`config.mk`:
```
export PLATFORM = sky130hd
export DESIGN_NAME = i2c_bit_level_master_core
export DESIGN_NICKNAME = d
export VERILOG_FILES = /design/src/rtl/core/i2cbm_pkg.sv /design/src/rtl/core/i2cbm_front.sv /design/src/rtl/core/i2cbm_queue.sv /design/src/rtl/core/i2cbm_engine.sv /design/src/rtl/core/i2c_bit_level_master_core.sv
export SDC_FILE = /design/constraint.sdc
export NUM_CORES = 1
export LEC_CHECK = 0
export BUFFER_PORTS_ARGS = -buffer_cell sky130_fd_sc_hd__buf_4
export CAP_MARGIN = 15
export CORE_MARGIN = 8
export CORE_UTILIZATION = 65
export CTS_CLUSTER_DIAMETER = 150
export DETAILED_ROUTE_END_ITERATION = 8
export GPL_ROUTABILITY_DRIVEN = 0
export HOLD_SLACK_MARGIN = 0.05
export PLACE_DENSITY_LB_ADDON = 0.3
export SYNTH_ARGS = -nofsm -noshare
export SYNTH_HDL_FRONTEND = slang
export SYNTH_SLANG_ARGS = --single-unit
```
`constraint.sdc`:
```
create_clock -name aclk -period 5 [get_ports aclk]
set_clock_uncertainty 0.2 [all_clocks]
set_input_delay 0.25 -clock aclk [delete_from_list [all_inputs] [get_ports aclk]]
set_output_delay 0.25 -clock aclk [all_outputs]
set_load 0.02 [all_outputs]
```
`src/rtl/core/i2cbm_pkg.sv`:
```
// ----------------------------------------------------------------------------
// i2cbm_pkg
// Shared types and constants for the byte-level I2C master timing engine.
// ----------------------------------------------------------------------------
package i2cbm_pkg;

    // Field widths.
    localparam int CMD_W   = 3;
    localparam int BYTE_W  = 8;
    localparam int UNIT_W  = 16;
    localparam int TMO_W   = 10;
    localparam int DLY_W   = 18;
    localparam int BITC_W  = 4;
    localparam int CFG_W   = 16;

    // Queue between the front and the back.
    localparam int QDEPTH  = 2;
    localparam int QPTR_W  = $clog2(QDEPTH);
    localparam int QCNT_W  = $clog2(QDEPTH + 1);

    // Configuration register indexes.
    localparam logic CFG_UNIT_TICKS  = 1'b0;
    localparam logic CFG_ACK_TIMEOUT = 1'b1;

    // Raw command codes on the input channel.
    localparam logic [CMD_W-1:0] CMD_NONE      = 3'd0;
    localparam logic [CMD_W-1:0] CMD_START     = 3'd1;
    localparam logic [CMD_W-1:0] CMD_STOP      = 3'd2;
    localparam logic [CMD_W-1:0] CMD_WRITE     = 3'd3;
    localparam logic [CMD_W-1:0] CMD_WAIT_ACK  = 3'd4;
    localparam logic [CMD_W-1:0] CMD_READ_ACK  = 3'd5;
    localparam logic [CMD_W-1:0] CMD_READ_NACK = 3'd6;

    // Bus timing, in delay units, as shifts of the unit length.
    localparam int START_SHIFT = 2;   // four units
    localparam int BIT_SHIFT   = 1;   // two units
    localparam logic [BITC_W-1:0] BITS_PER_BYTE = 4'd8;

    typedef enum logic [2:0] {
        KIND_NONE,
        KIND_START,
        KIND_STOP,
        KIND_WRITE,
        KIND_WAIT_ACK,
        KIND_READ_ACK,
        KIND_READ_NACK
    } cmd_kind_t;

    typedef enum logic [3:0] {
        PH_IDLE,
        PH_START_B,
        PH_START_C,
        PH_STOP_B,
        PH_STOP_C,
        PH_WR_A,
        PH_WR_B,
        PH_WR_C,
        PH_WA_B,
        PH_WA_POLL,
        PH_RD_B,
        PH_RD_C,
        PH_RA_B,
        PH_RA_C
    } phase_t;

    // One classified item in the queue.
    typedef struct packed {
        cmd_kind_t           kind;
        logic [BYTE_W-1:0]   tx_byte;
        logic                sda_in;
    } q_entry_t;

    typedef struct packed {
        logic [UNIT_W-1:0] unit_ticks;
        logic [TMO_W-1:0]  ack_timeout;
    } cfg_t;

    // Queue status seen by the front.
    typedef struct packed {
        logic              full;
        logic [QCNT_W-1:0] count;
    } q_status_t;

endpackage

```
`src/rtl/core/i2cbm_front.sv`:
```
// ----------------------------------------------------------------------------
// i2cbm_front
// Input handshake and command classification ahead of the item queue.
// ----------------------------------------------------------------------------
module i2cbm_front (
    input  logic                          s_valid,
    output logic                          s_ready,
    input  logic [i2cbm_pkg::CMD_W-1:0]   s_cmd,
    input  logic [i2cbm_pkg::BYTE_W-1:0]  s_tx_byte,
    input  logic                          s_sda_in,
    input  i2cbm_pkg::q_status_t          q_status,
    output logic                          push,
    output i2cbm_pkg::q_entry_t           push_entry
);

    i2cbm_pkg::cmd_kind_t kind;

    always_comb begin
        unique case (s_cmd)
            i2cbm_pkg::CMD_START:     kind = i2cbm_pkg::KIND_START;
            i2cbm_pkg::CMD_STOP:      kind = i2cbm_pkg::KIND_STOP;
            i2cbm_pkg::CMD_WRITE:     kind = i2cbm_pkg::KIND_WRITE;
            i2cbm_pkg::CMD_WAIT_ACK:  kind = i2cbm_pkg::KIND_WAIT_ACK;
            i2cbm_pkg::CMD_READ_ACK:  kind = i2cbm_pkg::KIND_READ_ACK;
            i2cbm_pkg::CMD_READ_NACK: kind = i2cbm_pkg::KIND_READ_NACK;
            default:                  kind = i2cbm_pkg::KIND_NONE;
        endcase
    end

    assign s_ready = !q_status.full;
    assign push    = s_valid && s_ready;

    assign push_entry.kind    = kind;
    assign push_entry.tx_byte = s_tx_byte;
    assign push_entry.sda_in  = s_sda_in;

endmodule

```
`src/rtl/core/i2cbm_queue.sv`:
```
// ----------------------------------------------------------------------------
// i2cbm_queue
// Short register queue that decouples the front from the timing engine.
// ----------------------------------------------------------------------------
module i2cbm_queue (
    input  logic                  aclk,
    input  logic                  aresetn,
    input  logic                  push,
    input  i2cbm_pkg::q_entry_t   push_entry,
    input  logic                  pop,
    output logic                  q_valid,
    output i2cbm_pkg::q_entry_t   q_head,
    output i2cbm_pkg::q_status_t  q_status
);

    i2cbm_pkg::q_entry_t entry_reg [i2cbm_pkg::QDEPTH];

    logic [i2cbm_pkg::QPTR_W-1:0] wr_ptr_reg, wr_ptr_next;
    logic [i2cbm_pkg::QPTR_W-1:0] rd_ptr_reg, rd_ptr_next;
    logic [i2cbm_pkg::QCNT_W-1:0] count_reg, count_next;

    always_comb begin
        wr_ptr_next = wr_ptr_reg;
        rd_ptr_next = rd_ptr_reg;
        count_next  = count_reg;
        if (push) begin
            wr_ptr_next = (wr_ptr_reg == i2cbm_pkg::QPTR_W'(i2cbm_pkg::QDEPTH - 1))
                        ? '0 : wr_ptr_reg + 1'b1;
        end
        if (pop) begin
            rd_ptr_next = (rd_ptr_reg == i2cbm_pkg::QPTR_W'(i2cbm_pkg::QDEPTH - 1))
                        ? '0 : rd_ptr_reg + 1'b1;
        end
        if (push && !pop) begin
            count_next = count_reg + 1'b1;
        end else if (pop && !push) begin
            count_next = count_reg - 1'b1;
        end
    end

    always_ff @(posedge aclk) begin
        if (!aresetn) begin
            wr_ptr_reg <= '0;
            rd_ptr_reg <= '0;
            count_reg  <= '0;
        end else begin
            wr_ptr_reg <= wr_ptr_next;
            rd_ptr_reg <= rd_ptr_next;
            count_reg  <= count_next;
        end
    end

    always_ff @(posedge aclk) begin
        if (push) begin
            entry_reg[wr_ptr_reg] <= push_entry;
        end
    end

    assign q_valid        = (count_reg != '0);
    assign q_head         = entry_reg[rd_ptr_reg];
    assign q_status.full  = (count_reg == i2cbm_pkg::QCNT_W'(i2cbm_pkg::QDEPTH));
    assign q_status.count = count_reg;

endmodule

```
`src/rtl/core/i2cbm_engine.sv`:
```
// ----------------------------------------------------------------------------
// i2cbm_engine
// Bus timing engine: runs one item per cycle unless stalled, registers the result.
// ----------------------------------------------------------------------------
module i2cbm_engine (
    input  logic                          aclk,
    input  logic                          aresetn,
    input  i2cbm_pkg::cfg_t               cfg,
    input  logic                          q_valid,
    input  i2cbm_pkg::q_entry_t           q_head,
    output logic                          pop,
    output logic                          m_valid,
    input  logic                          m_ready,
    output logic                          m_scl,
    output logic                          m_sda_out,
    output logic                          m_sda_drive,
    output logic                          m_busy_res,
    output logic                          m_done_res,
    output logic [i2cbm_pkg::BYTE_W-1:0]  m_rx_byte,
    output logic                          m_ack_fail
);

    i2cbm_pkg::phase_t    phase_reg, phase_next;
    i2cbm_pkg::cmd_kind_t active_reg, active_next;

    logic [i2cbm_pkg::BITC_W-1:0] bit_count_reg, bit_count_next;
    logic [i2cbm_pkg::DLY_W-1:0]  delay_reg, delay_next;
    logic [i2cbm_pkg::TMO_W-1:0]  wait_reg, wait_next;
    logic [i2cbm_pkg::BYTE_W-1:0] shift_reg, shift_next;
    logic scl_reg, scl_next;
    logic sda_reg, sda_next;
    logic en_reg, en_next;
    logic fail_reg, fail_next;
    logic done;

    logic [i2cbm_pkg::DLY_W-1:0]  dly_one, dly_bit, dly_start, delay_dec;
    logic [i2cbm_pkg::UNIT_W-1:0] unit_eff;
    logic [i2cbm_pkg::BITC_W-1:0] bit_inc;

    // Output register.
    logic                         m_valid_reg;
    logic                         scl_out_reg, sda_out_reg, drive_out_reg;
    logic                         busy_out_reg, done_out_reg, fail_out_reg;
    logic [i2cbm_pkg::BYTE_W-1:0] rx_out_reg;
    logic [i2cbm_pkg::BYTE_W-1:0] rx_next;

    // A zero unit length counts as one tick per unit.
    assign unit_eff  = (cfg.unit_ticks == '0) ? i2cbm_pkg::UNIT_W'(1) : cfg.unit_ticks;
    assign dly_one   = i2cbm_pkg::DLY_W'(unit_eff);
    assign dly_bit   = dly_one << i2cbm_pkg::BIT_SHIFT;
    assign dly_start = dly_one << i2cbm_pkg::START_SHIFT;
    assign delay_dec = delay_reg - 1'b1;
    assign bit_inc   = bit_count_reg + 1'b1;

    // The engine advances whenever the output register can take a result.
    assign pop = q_valid && (!m_valid_reg || m_ready);

    always_comb begin
        phase_next     = phase_reg;
        active_next    = active_reg;
        bit_count_next = bit_count_reg;
        delay_next     = delay_reg;
        wait_next      = wait_reg;
        shift_next     = shift_reg;
        scl_next       = scl_reg;
        sda_next       = sda_reg;
        en_next        = en_reg;
        fail_next      = fail_reg;
        done           = 1'b0;

        if (phase_reg == i2cbm_pkg::PH_IDLE) begin
            if (q_head.kind != i2cbm_pkg::KIND_NONE) begin
                active_next = q_head.kind;
                case (q_head.kind)
                    i2cbm_pkg::KIND_START: begin
                        en_next    = 1'b1;
                        sda_next   = 1'b1;
                        scl_next   = 1'b1;
                        delay_next = dly_start;
                        phase_next = i2cbm_pkg::PH_START_B;
                    end
                    i2cbm_pkg::KIND_STOP: begin
                        en_next    = 1'b1;
                        scl_next   = 1'b0;
                        sda_next   = 1'b0;
                        delay_next = dly_start;
                        phase_next = i2cbm_pkg::PH_STOP_B;
                    end
                    i2cbm_pkg::KIND_WRITE: begin
                        en_next        = 1'b1;
                        scl_next       = 1'b0;
                        shift_next     = q_head.tx_byte;
                        bit_count_next = '0;
                        delay_next     = dly_bit;
                        phase_next     = i2cbm_pkg::PH_WR_A;
                    end
                    i2cbm_pkg::KIND_WAIT_ACK: begin
                        fail_next  = 1'b0;
                        en_next    = 1'b0;
                        sda_next   = 1'b1;
                        delay_next = dly_one;
                        phase_next = i2cbm_pkg::PH_WA_B;
                    end
                    default: begin
                        en_next        = 1'b0;
                        scl_next       = 1'b0;
                        shift_next     = '0;
                        bit_count_next = '0;
                        delay_next     = dly_bit;
                        phase_next     = i2cbm_pkg::PH_RD_B;
                    end
                endcase
            end
        end else if (delay_reg == '0 || delay_dec == '0) begin
            // The pending step runs on the tick its delay runs out.
            delay_next = '0;
            unique case (phase_reg)
                i2cbm_pkg::PH_START_B: begin
                    sda_next   = 1'b0;
                    delay_next = dly_start;
                    phase_next = i2cbm_pkg::PH_START_C;
                end
                i2cbm_pkg::PH_START_C: begin
                    scl_next = 1'b0;
                    done     = 1'b1;
                end
                i2cbm_pkg::PH_STOP_B: begin
                    scl_next   = 1'b1;
                    sda_next   = 1'b1;
                    delay_next = dly_start;
                    phase_next = i2cbm_pkg::PH_STOP_C;
                end
                i2cbm_pkg::PH_STOP_C: begin
                    done = 1'b1;
                end
                i2cbm_pkg::PH_WR_A: begin
                    sda_next   = shift_reg[i2cbm_pkg::BYTE_W-1];
                    delay_next = dly_bit;
                    phase_next = i2cbm_pkg::PH_WR_B;
                end
                i2cbm_pkg::PH_WR_B: begin
                    scl_next   = 1'b1;
                    delay_next = dly_bit;
                    phase_next = i2cbm_pkg::PH_WR_C;
                end
                i2cbm_pkg::PH_WR_C: begin
                    scl_next       = 1'b0;
                    shift_next     = {shift_reg[i2cbm_pkg::BYTE_W-2:0], 1'b0};
                    bit_count_next = bit_inc;
                    if (bit_inc >= i2cbm_pkg::BITS_PER_BYTE) begin
                        done = 1'b1;
                    end else begin
                        delay_next = dly_bit;
                        phase_next = i2cbm_pkg::PH_WR_A;
                    end
                end
                i2cbm_pkg::PH_WA_B: begin
                    scl_next   = 1'b1;
                    wait_next  = '0;
                    delay_next = dly_one;
                    phase_next = i2cbm_pkg::PH_WA_POLL;
                end
                i2cbm_pkg::PH_WA_POLL: begin
                    if (!q_head.sda_in) begin
                        scl_next  = 1'b0;
                        fail_next = 1'b0;
                        done      = 1'b1;
                    end else if (wait_reg >= cfg.ack_timeout) begin
                        // Timeout: flag the failure and release the bus with a stop.
                        fail_next  = 1'b1;
                        en_next    = 1'b1;
                        scl_next   = 1'b0;
                        sda_next   = 1'b0;
                        delay_next = dly_start;
                        phase_next = i2cbm_pkg::PH_STOP_B;
                    end else begin
                        wait_next = wait_reg + 1'b1;
                    end
                end
                i2cbm_pkg::PH_RD_B: begin
                    scl_next       = 1'b1;
                    shift_next     = {shift_reg[i2cbm_pkg::BYTE_W-2:0], q_head.sda_in};
                    bit_count_next = bit_inc;
                    delay_next     = dly_one;
                    phase_next     = i2cbm_pkg::PH_RD_C;
                end
                i2cbm_pkg::PH_RD_C: begin
                    scl_next   = 1'b0;
                    delay_next = dly_bit;
                    if (bit_count_reg < i2cbm_pkg::BITS_PER_BYTE) begin
                        phase_next = i2cbm_pkg::PH_RD_B;
                    end else begin
                        en_next    = 1'b1;
                        sda_next   = (active_reg == i2cbm_pkg::KIND_READ_NACK);
                        phase_next = i2cbm_pkg::PH_RA_B;
                    end
                end
                i2cbm_pkg::PH_RA_B: begin
                    scl_next   = 1'b1;
                    delay_next = dly_bit;
                    phase_next = i2cbm_pkg::PH_RA_C;
                end
                i2cbm_pkg::PH_RA_C: begin
                    scl_next = 1'b0;
                    done     = 1'b1;
                end
                default: begin
                    done = 1'b1;
                end
            endcase
            if (done) begin
                phase_next = i2cbm_pkg::PH_IDLE;
                delay_next = '0;
            end
        end else begin
            delay_next = delay_dec;
        end

        if (done && (active_next == i2cbm_pkg::KIND_READ_ACK ||
                     active_next == i2cbm_pkg::KIND_READ_NACK)) begin
            rx_next = shift_next;
        end else begin
            rx_next = '0;
        end
    end

    always_ff @(posedge aclk) begin
        if (!aresetn) begin
            phase_reg     <= i2cbm_pkg::PH_IDLE;
            active_reg    <= i2cbm_pkg::KIND_NONE;
            bit_count_reg <= '0;
            delay_reg     <= '0;
            wait_reg      <= '0;
            shift_reg     <= '0;
            scl_reg       <= 1'b1;
            sda_reg       <= 1'b1;
            en_reg        <= 1'b1;
            fail_reg      <= 1'b0;
        end else if (pop) begin
            phase_reg     <= phase_next;
            active_reg    <= active_next;
            bit_count_reg <= bit_count_next;
            delay_reg     <= delay_next;
            wait_reg      <= wait_next;
            shift_reg     <= shift_next;
            scl_reg       <= scl_next;
            sda_reg       <= sda_next;
            en_reg        <= en_next;
            fail_reg      <= fail_next;
        end
    end

    always_ff @(posedge aclk) begin
        if (!aresetn) begin
            m_valid_reg <= 1'b0;
        end else if (pop) begin
            m_valid_reg <= 1'b1;
        end else if (m_ready) begin
            m_valid_reg <= 1'b0;
        end
    end

    always_ff @(posedge aclk) begin
        if (pop) begin
            scl_out_reg   <= scl_next;
            sda_out_reg   <= sda_next;
            drive_out_reg <= en_next;
            busy_out_reg  <= (phase_next != i2cbm_pkg::PH_IDLE);
            done_out_reg  <= done;
            rx_out_reg    <= rx_next;
            fail_out_reg  <= fail_next;
        end
    end

    assign m_valid     = m_valid_reg;
    assign m_scl       = scl_out_reg;
    assign m_sda_out   = sda_out_reg;
    assign m_sda_drive = drive_out_reg;
    assign m_busy_res  = busy_out_reg;
    assign m_done_res  = done_out_reg;
    assign m_rx_byte   = rx_out_reg;
    assign m_ack_fail  = fail_out_reg;

endmodule

```
`src/rtl/core/i2c_bit_level_master_core.sv`:
```
// ----------------------------------------------------------------------------
// i2c_bit_level_master_core
// Byte-level I2C master: one input item per bus timing tick, one result each.
// ----------------------------------------------------------------------------
// Path: an accepted item is registered in the item queue, then in the engine's
// output register. Throughput: one item per cycle while results are taken; the
// timing engine updates once per item. Reset: synchronous, active low; the
// engine's SCL and SDA state goes high but its output register is not reset;
// the queue empties and the configuration returns to 72 ticks and 250 ticks.
// ----------------------------------------------------------------------------
module i2c_bit_level_master_core (
    input  logic                           aclk,
    input  logic                           aresetn,
    input  logic                           cfg_wr_en,
    input  logic                           cfg_index,
    input  logic [i2cbm_pkg::CFG_W-1:0]    cfg_wdata,
    input  logic                           s_valid,
    output logic                           s_ready,
    input  logic [i2cbm_pkg::CMD_W-1:0]    s_cmd,
    input  logic [i2cbm_pkg::BYTE_W-1:0]   s_tx_byte,
    input  logic                           s_sda_in,
    output logic                           m_valid,
    input  logic                           m_ready,
    output logic                           m_scl,
    output logic                           m_sda_out,
    output logic                           m_sda_drive,
    output logic                           m_busy_res,
    output logic                           m_done_res,
    output logic [i2cbm_pkg::BYTE_W-1:0]   m_rx_byte,
    output logic                           m_ack_fail
);

    i2cbm_pkg::cfg_t      cfg_reg;
    i2cbm_pkg::q_status_t q_status;
    i2cbm_pkg::q_entry_t  push_entry;
    i2cbm_pkg::q_entry_t  q_head;
    logic                 push;
    logic                 pop;
    logic                 q_valid;

    always_ff @(posedge aclk) begin
        if (!aresetn) begin
            cfg_reg.unit_ticks  <= i2cbm_pkg::UNIT_W'(72);
            cfg_reg.ack_timeout <= i2cbm_pkg::TMO_W'(250);
        end else if (cfg_wr_en) begin
            unique case (cfg_index)
                i2cbm_pkg::CFG_UNIT_TICKS:
                    cfg_reg.unit_ticks  <= cfg_wdata[i2cbm_pkg::UNIT_W-1:0];
                i2cbm_pkg::CFG_ACK_TIMEOUT:
                    cfg_reg.ack_timeout <= cfg_wdata[i2cbm_pkg::TMO_W-1:0];
                default: ;
            endcase
        end
    end

    i2cbm_front u_front (
        .s_valid    (s_valid),
        .s_ready    (s_ready),
        .s_cmd      (s_cmd),
        .s_tx_byte  (s_tx_byte),
        .s_sda_in   (s_sda_in),
        .q_status   (q_status),
        .push       (push),
        .push_entry (push_entry)
    );

    i2cbm_queue u_queue (
        .aclk       (aclk),
        .aresetn    (aresetn),
        .push       (push),
        .push_entry (push_entry),
        .pop        (pop),
        .q_valid    (q_valid),
        .q_head     (q_head),
        .q_status   (q_status)
    );

    i2cbm_engine u_engine (
        .aclk        (aclk),
        .aresetn     (aresetn),
        .cfg         (cfg_reg),
        .q_valid     (q_valid),
        .q_head      (q_head),
        .pop         (pop),
        .m_valid     (m_valid),
        .m_ready     (m_ready),
        .m_scl       (m_scl),
        .m_sda_out   (m_sda_out),
        .m_sda_drive (m_sda_drive),
        .m_busy_res  (m_busy_res),
        .m_done_res  (m_done_res),
        .m_rx_byte   (m_rx_byte),
        .m_ack_fail  (m_ack_fail)
    );

    // A finished command always leaves the engine idle.
    a_done_not_busy: assert property (@(posedge aclk) disable iff (!aresetn)
        (m_valid && m_done_res) |-> !m_busy_res)
        else $error("done result reports busy");

    // A received byte is only reported together with the done pulse.
    a_rx_only_on_done: assert property (@(posedge aclk) disable iff (!aresetn)
        (m_valid && (m_rx_byte != '0)) |-> m_done_res)
        else $error("rx byte outside a done result");

    // The engine never draws from an empty queue.
    a_pop_needs_item: assert property (@(posedge aclk) disable iff (!aresetn)
        pop |-> (q_status.count != '0))
        else $error("engine advanced without a queued item");

    // Nothing is offered on the result side right after reset.
    a_reset_clears_out: assert property (@(posedge aclk)
        !aresetn |=> !m_valid)
        else $error("result valid right after reset");

endmodule
```
==> results.cfg <==
[run_status]
status = completed

[floorplan]
die-area_um2 = 14800
design.core.area_um2 = 10800
die_height_um = 122
die_w_um = 122
pin_count = 50
row_count = 38
initial_core_utilization = 0.668

[flow_run]
maxCapViolations = 0

[clocking]
cts.sinks = 121
cts.repair.resized = 0
cts.root.buffer_cell = sky130_fd_sc_hd__clkbuf_8
clock_path_buffers = 2
tritoncts = built
path_clk_slew_ps = 60
tritoncts_buffers = 17
clk-insertion-delay-late_ps = 540
clock_tree.htree_level_count = 4

[sta]
final_hold_viol_count = 0
finalSetupViolations = 0
max_freq_mhz = 256
period_needed_ps = 3910
min_period_over_period = 0.781
pin_slew_with_the_least_headroom_to_its_limit_ps = 1220
grt_setup_unrepaired = false
fin_ws_ps = 1090
max_slew_margin = 0.180
setup_total_negative_slack_ps = 0
final_max_slew_viol_count = 0

[finish]
layout.cells.most_common = sky130_fd_sc_hd__nand2_1
layout_common_cells = 119 x sky130_fd_sc_hd__nand2_1, 83 x sky130_fd_sc_hd__dfxtp_1, 72 x sky130_fd_sc_hd__nor2_1, 54 x sky130_fd_sc_hd__buf_4, 50 x sky130_fd_sc_hd__o21ai_0
postLayoutCellArea_um2 = 8530
signed_area_change_from_the_synthesized_netlist_to_the_final_layout_pct = 17.7
nets = 956
final_util = 0.786
drive_gt1_frac = 0.114
largest_register_ff_count = 26
number_of_antenna_cells_inserted = 0

[min_path]
min_delay_worst_endpoint = u_queue.entry_reg[0][3]$_DFFE_PP_
timing.hold.worst.class = input pin to register
worst_hold_path_depth = 2
holdCritStartpoint = s_tx_byte[2]

[worst_setup_path]
cp.required_ps = 5080
timing.critical_path.arrival_ps = 3980
reg2regPathDepth = 10
setup.worst_path.end_class = register
r2r-end = u_engine.m_busy_res$_DFFE_PP_
timing.rr.start = u_engine.delay_reg[1]$_SDFFE_PN0P_
critical_path.max_fanout = 18
flop2flop_setup_slack_ps = 1090
critical_path_launch_point_type = register
worst-setup-path-type = register to register

[global_route]
globalRoute.totalOverflow = 0
grt_max_degree = 75
globalRouteTotalUtil = 0.279
antenna_violations_before_repair = 0
grt_first_pass_wirelength_um = 33600
first_global_vias = 6867

[synth]
yosysWarnings = 0
synth_area_per_cell_um2 = 8.43
syn_std_cell_area_um2 = 7240
synthTopCellsByArea = sky130_fd_sc_hd__dfxtp_1 23%, sky130_fd_sc_hd__edfxtp_1 16%, sky130_fd_sc_hd__nand2_1 6.2%, sky130_fd_sc_hd__nor2_1 3.7%, sky130_fd_sc_hd__o21ai_0 3.5%
yosys.cell_types.count = 77
syn-num-nets = 908
ys_ff_latch = 121
netlist.area_leader.share = 0.229
syn_inst_count = 859
synth_top_flop_cell = sky130_fd_sc_hd__dfxtp_1
synth_edf_count = 38
netlist.top_cell.by_area = sky130_fd_sc_hd__dfxtp_1
proportion_of_synthesized_chip_area_in_sequential_cells = 0.387
async_reset_ff_frac = 0

[pwr]
static-leakage-power_nw = 3.11
power.density_nw_per_um2 = 583
power.ir.vdd_worst_mv = 0.423

[detailed_routing]
detail-route-antenna-nets = 0
detail_route.wl_per_cell_um = 19.6
drcViolationCount = 0
drt-pass1-iter-count = 6
dr.first_iter.drc_count = 976
detailroute.via_count = 7257
routed_via_density = 6.85
totalWireLength_um = 20800

[place]
detailed_place_hpwl_um = 13300
place_area_um2 = 7520
post-place-ws_ps = 1200
port-buffer-count = 49
==> worst max-delay path by stage <==
| stage | cells after the start | to | startpoint |
|---|---|---|---|
| after detailed placement | 10 | u_engine.m_busy_res$_DFFE_PP_ | u_engine.delay_reg[0]$_SDFFE_PN0P_ |
| after global placement | 10 | u_engine.m_busy_res$_DFFE_PP_ | u_engine.delay_reg[0]$_SDFFE_PN0P_ |
| final | 10 | u_engine.m_busy_res$_DFFE_PP_ | u_engine.delay_reg[1]$_SDFFE_PN0P_ |
| after floorplan | 12 | u_engine.m_busy_res$_DFFE_PP_ | u_engine.delay_reg[0]$_SDFFE_PN0P_ |
| after global routing | 10 | u_engine.m_busy_res$_DFFE_PP_ | u_engine.delay_reg[0]$_SDFFE_PN0P_ |
| after CTS | 10 | u_engine.m_busy_res$_DFFE_PP_ | u_engine.delay_reg[0]$_SDFFE_PN0P_ |
==> what timing repair did <==
item	4_1_cts	5_1_grt
hold endpoints to repair	55	0
buffers inserted	0	0
hold buffers	45	0
==> cell families (layout without fill, tap and decap cells) <==
family                   after synthesis  after routing  share of synthesized area
multiplexers                          18             18                     0.0254
flip-flops                           121            121                      0.387
adder cells (fa/ha/maj)               15             15                     0.0259
AO/OA/AOI/OAI                        263            263                      0.253
AND/OR/NAND/NOR                      325            325                      0.222
buffers and inverters                 87            148                     0.0508
XOR/XNOR                              30             30                     0.0363
==> critical path, stage by stage, from the launching register on <==
cell                       delay, ps
sky130_fd_sc_hd__dfxtp_1         350
sky130_fd_sc_hd__inv_1           100
sky130_fd_sc_hd__ha_1            290
sky130_fd_sc_hd__or4b_1          520
sky130_fd_sc_hd__nor3_1          250
sky130_fd_sc_hd__xor2_1          210
sky130_fd_sc_hd__or3_1           310
sky130_fd_sc_hd__o31a_1          870
sky130_fd_sc_hd__nor3_1          180
sky130_fd_sc_hd__a221oi_2        250
sky130_fd_sc_hd__nand4_1         130
==> layer usage <==
metal	vias to the layer above	share of wire	GRT usage
li1	3260	-	-
met1	3355	0.39	0.342
met2	536	0.46	0.445
met3	106	0.11	0.0759
met4	0	0.039	0.141
met5	-	0	0
==> power breakdown <==
part,total [W],switching [W],internal [W]
Combinational,0.00231,0.00148,0.000824
Sequential,0.00151,0.000277,0.00124
Clock,0.00115,0.000450,0.000704
Total,0.00497,0.00221,0.00276
==> final cells by class <==
type                       instances  area (µm²)
tap                              140         175
fill                             722        2310
timing repair buffer              99         856
clock buffer                      19         422
clock inverter                    13         130
sequential                       121        2800
multi-input combinational        651        4080
inverter                          17        63.8
==> stage by stage <==
stage / total power, W / std cells / hold WS (ps)
2_1_floorplan: 0.00314 / 859 / 149
3_3_place_gp: 0.00361 / 983 / 235
3_5_place_dp: 0.00368 / 983 / 239
4_1_cts: 0.00487 / 1060 / 229
5_1_grt: 0.00519 / 1060 / 236
6_report: 0.00497 / 1060 / 245
==> synth_stat cells (10+ instances only) <==
| master | instances |
|---|---|
| sky130_fd_sc_hd__nand2_1 | 119 |
| sky130_fd_sc_hd__dfxtp_1 | 83 |
| sky130_fd_sc_hd__nor2_1 | 72 |
| sky130_fd_sc_hd__clkbuf_1 | 53 |
| sky130_fd_sc_hd__o21ai_0 | 50 |
| sky130_fd_sc_hd__a21oi_1 | 45 |
| sky130_fd_sc_hd__edfxtp_1 | 38 |
| sky130_fd_sc_hd__a21boi_0 | 26 |
| sky130_fd_sc_hd__nand3_1 | 23 |
| sky130_fd_sc_hd__nor3_1 | 23 |
| sky130_fd_sc_hd__xnor2_1 | 23 |
| sky130_fd_sc_hd__inv_1 | 16 |
| sky130_fd_sc_hd__a22oi_1 | 15 |
| sky130_fd_sc_hd__ha_1 | 15 |
| sky130_fd_sc_hd__mux2i_1 | 15 |
| sky130_fd_sc_hd__o211ai_1 | 15 |
| sky130_fd_sc_hd__nor4_1 | 14 |
| sky130_fd_sc_hd__a221o_1 | 13 |
| sky130_fd_sc_hd__o21ai_1 | 13 |
| sky130_fd_sc_hd__a221oi_1 | 12 |
| sky130_fd_sc_hd__o21a_1 | 10 |
No activity file was read; power rests on OpenSTA's default activity.
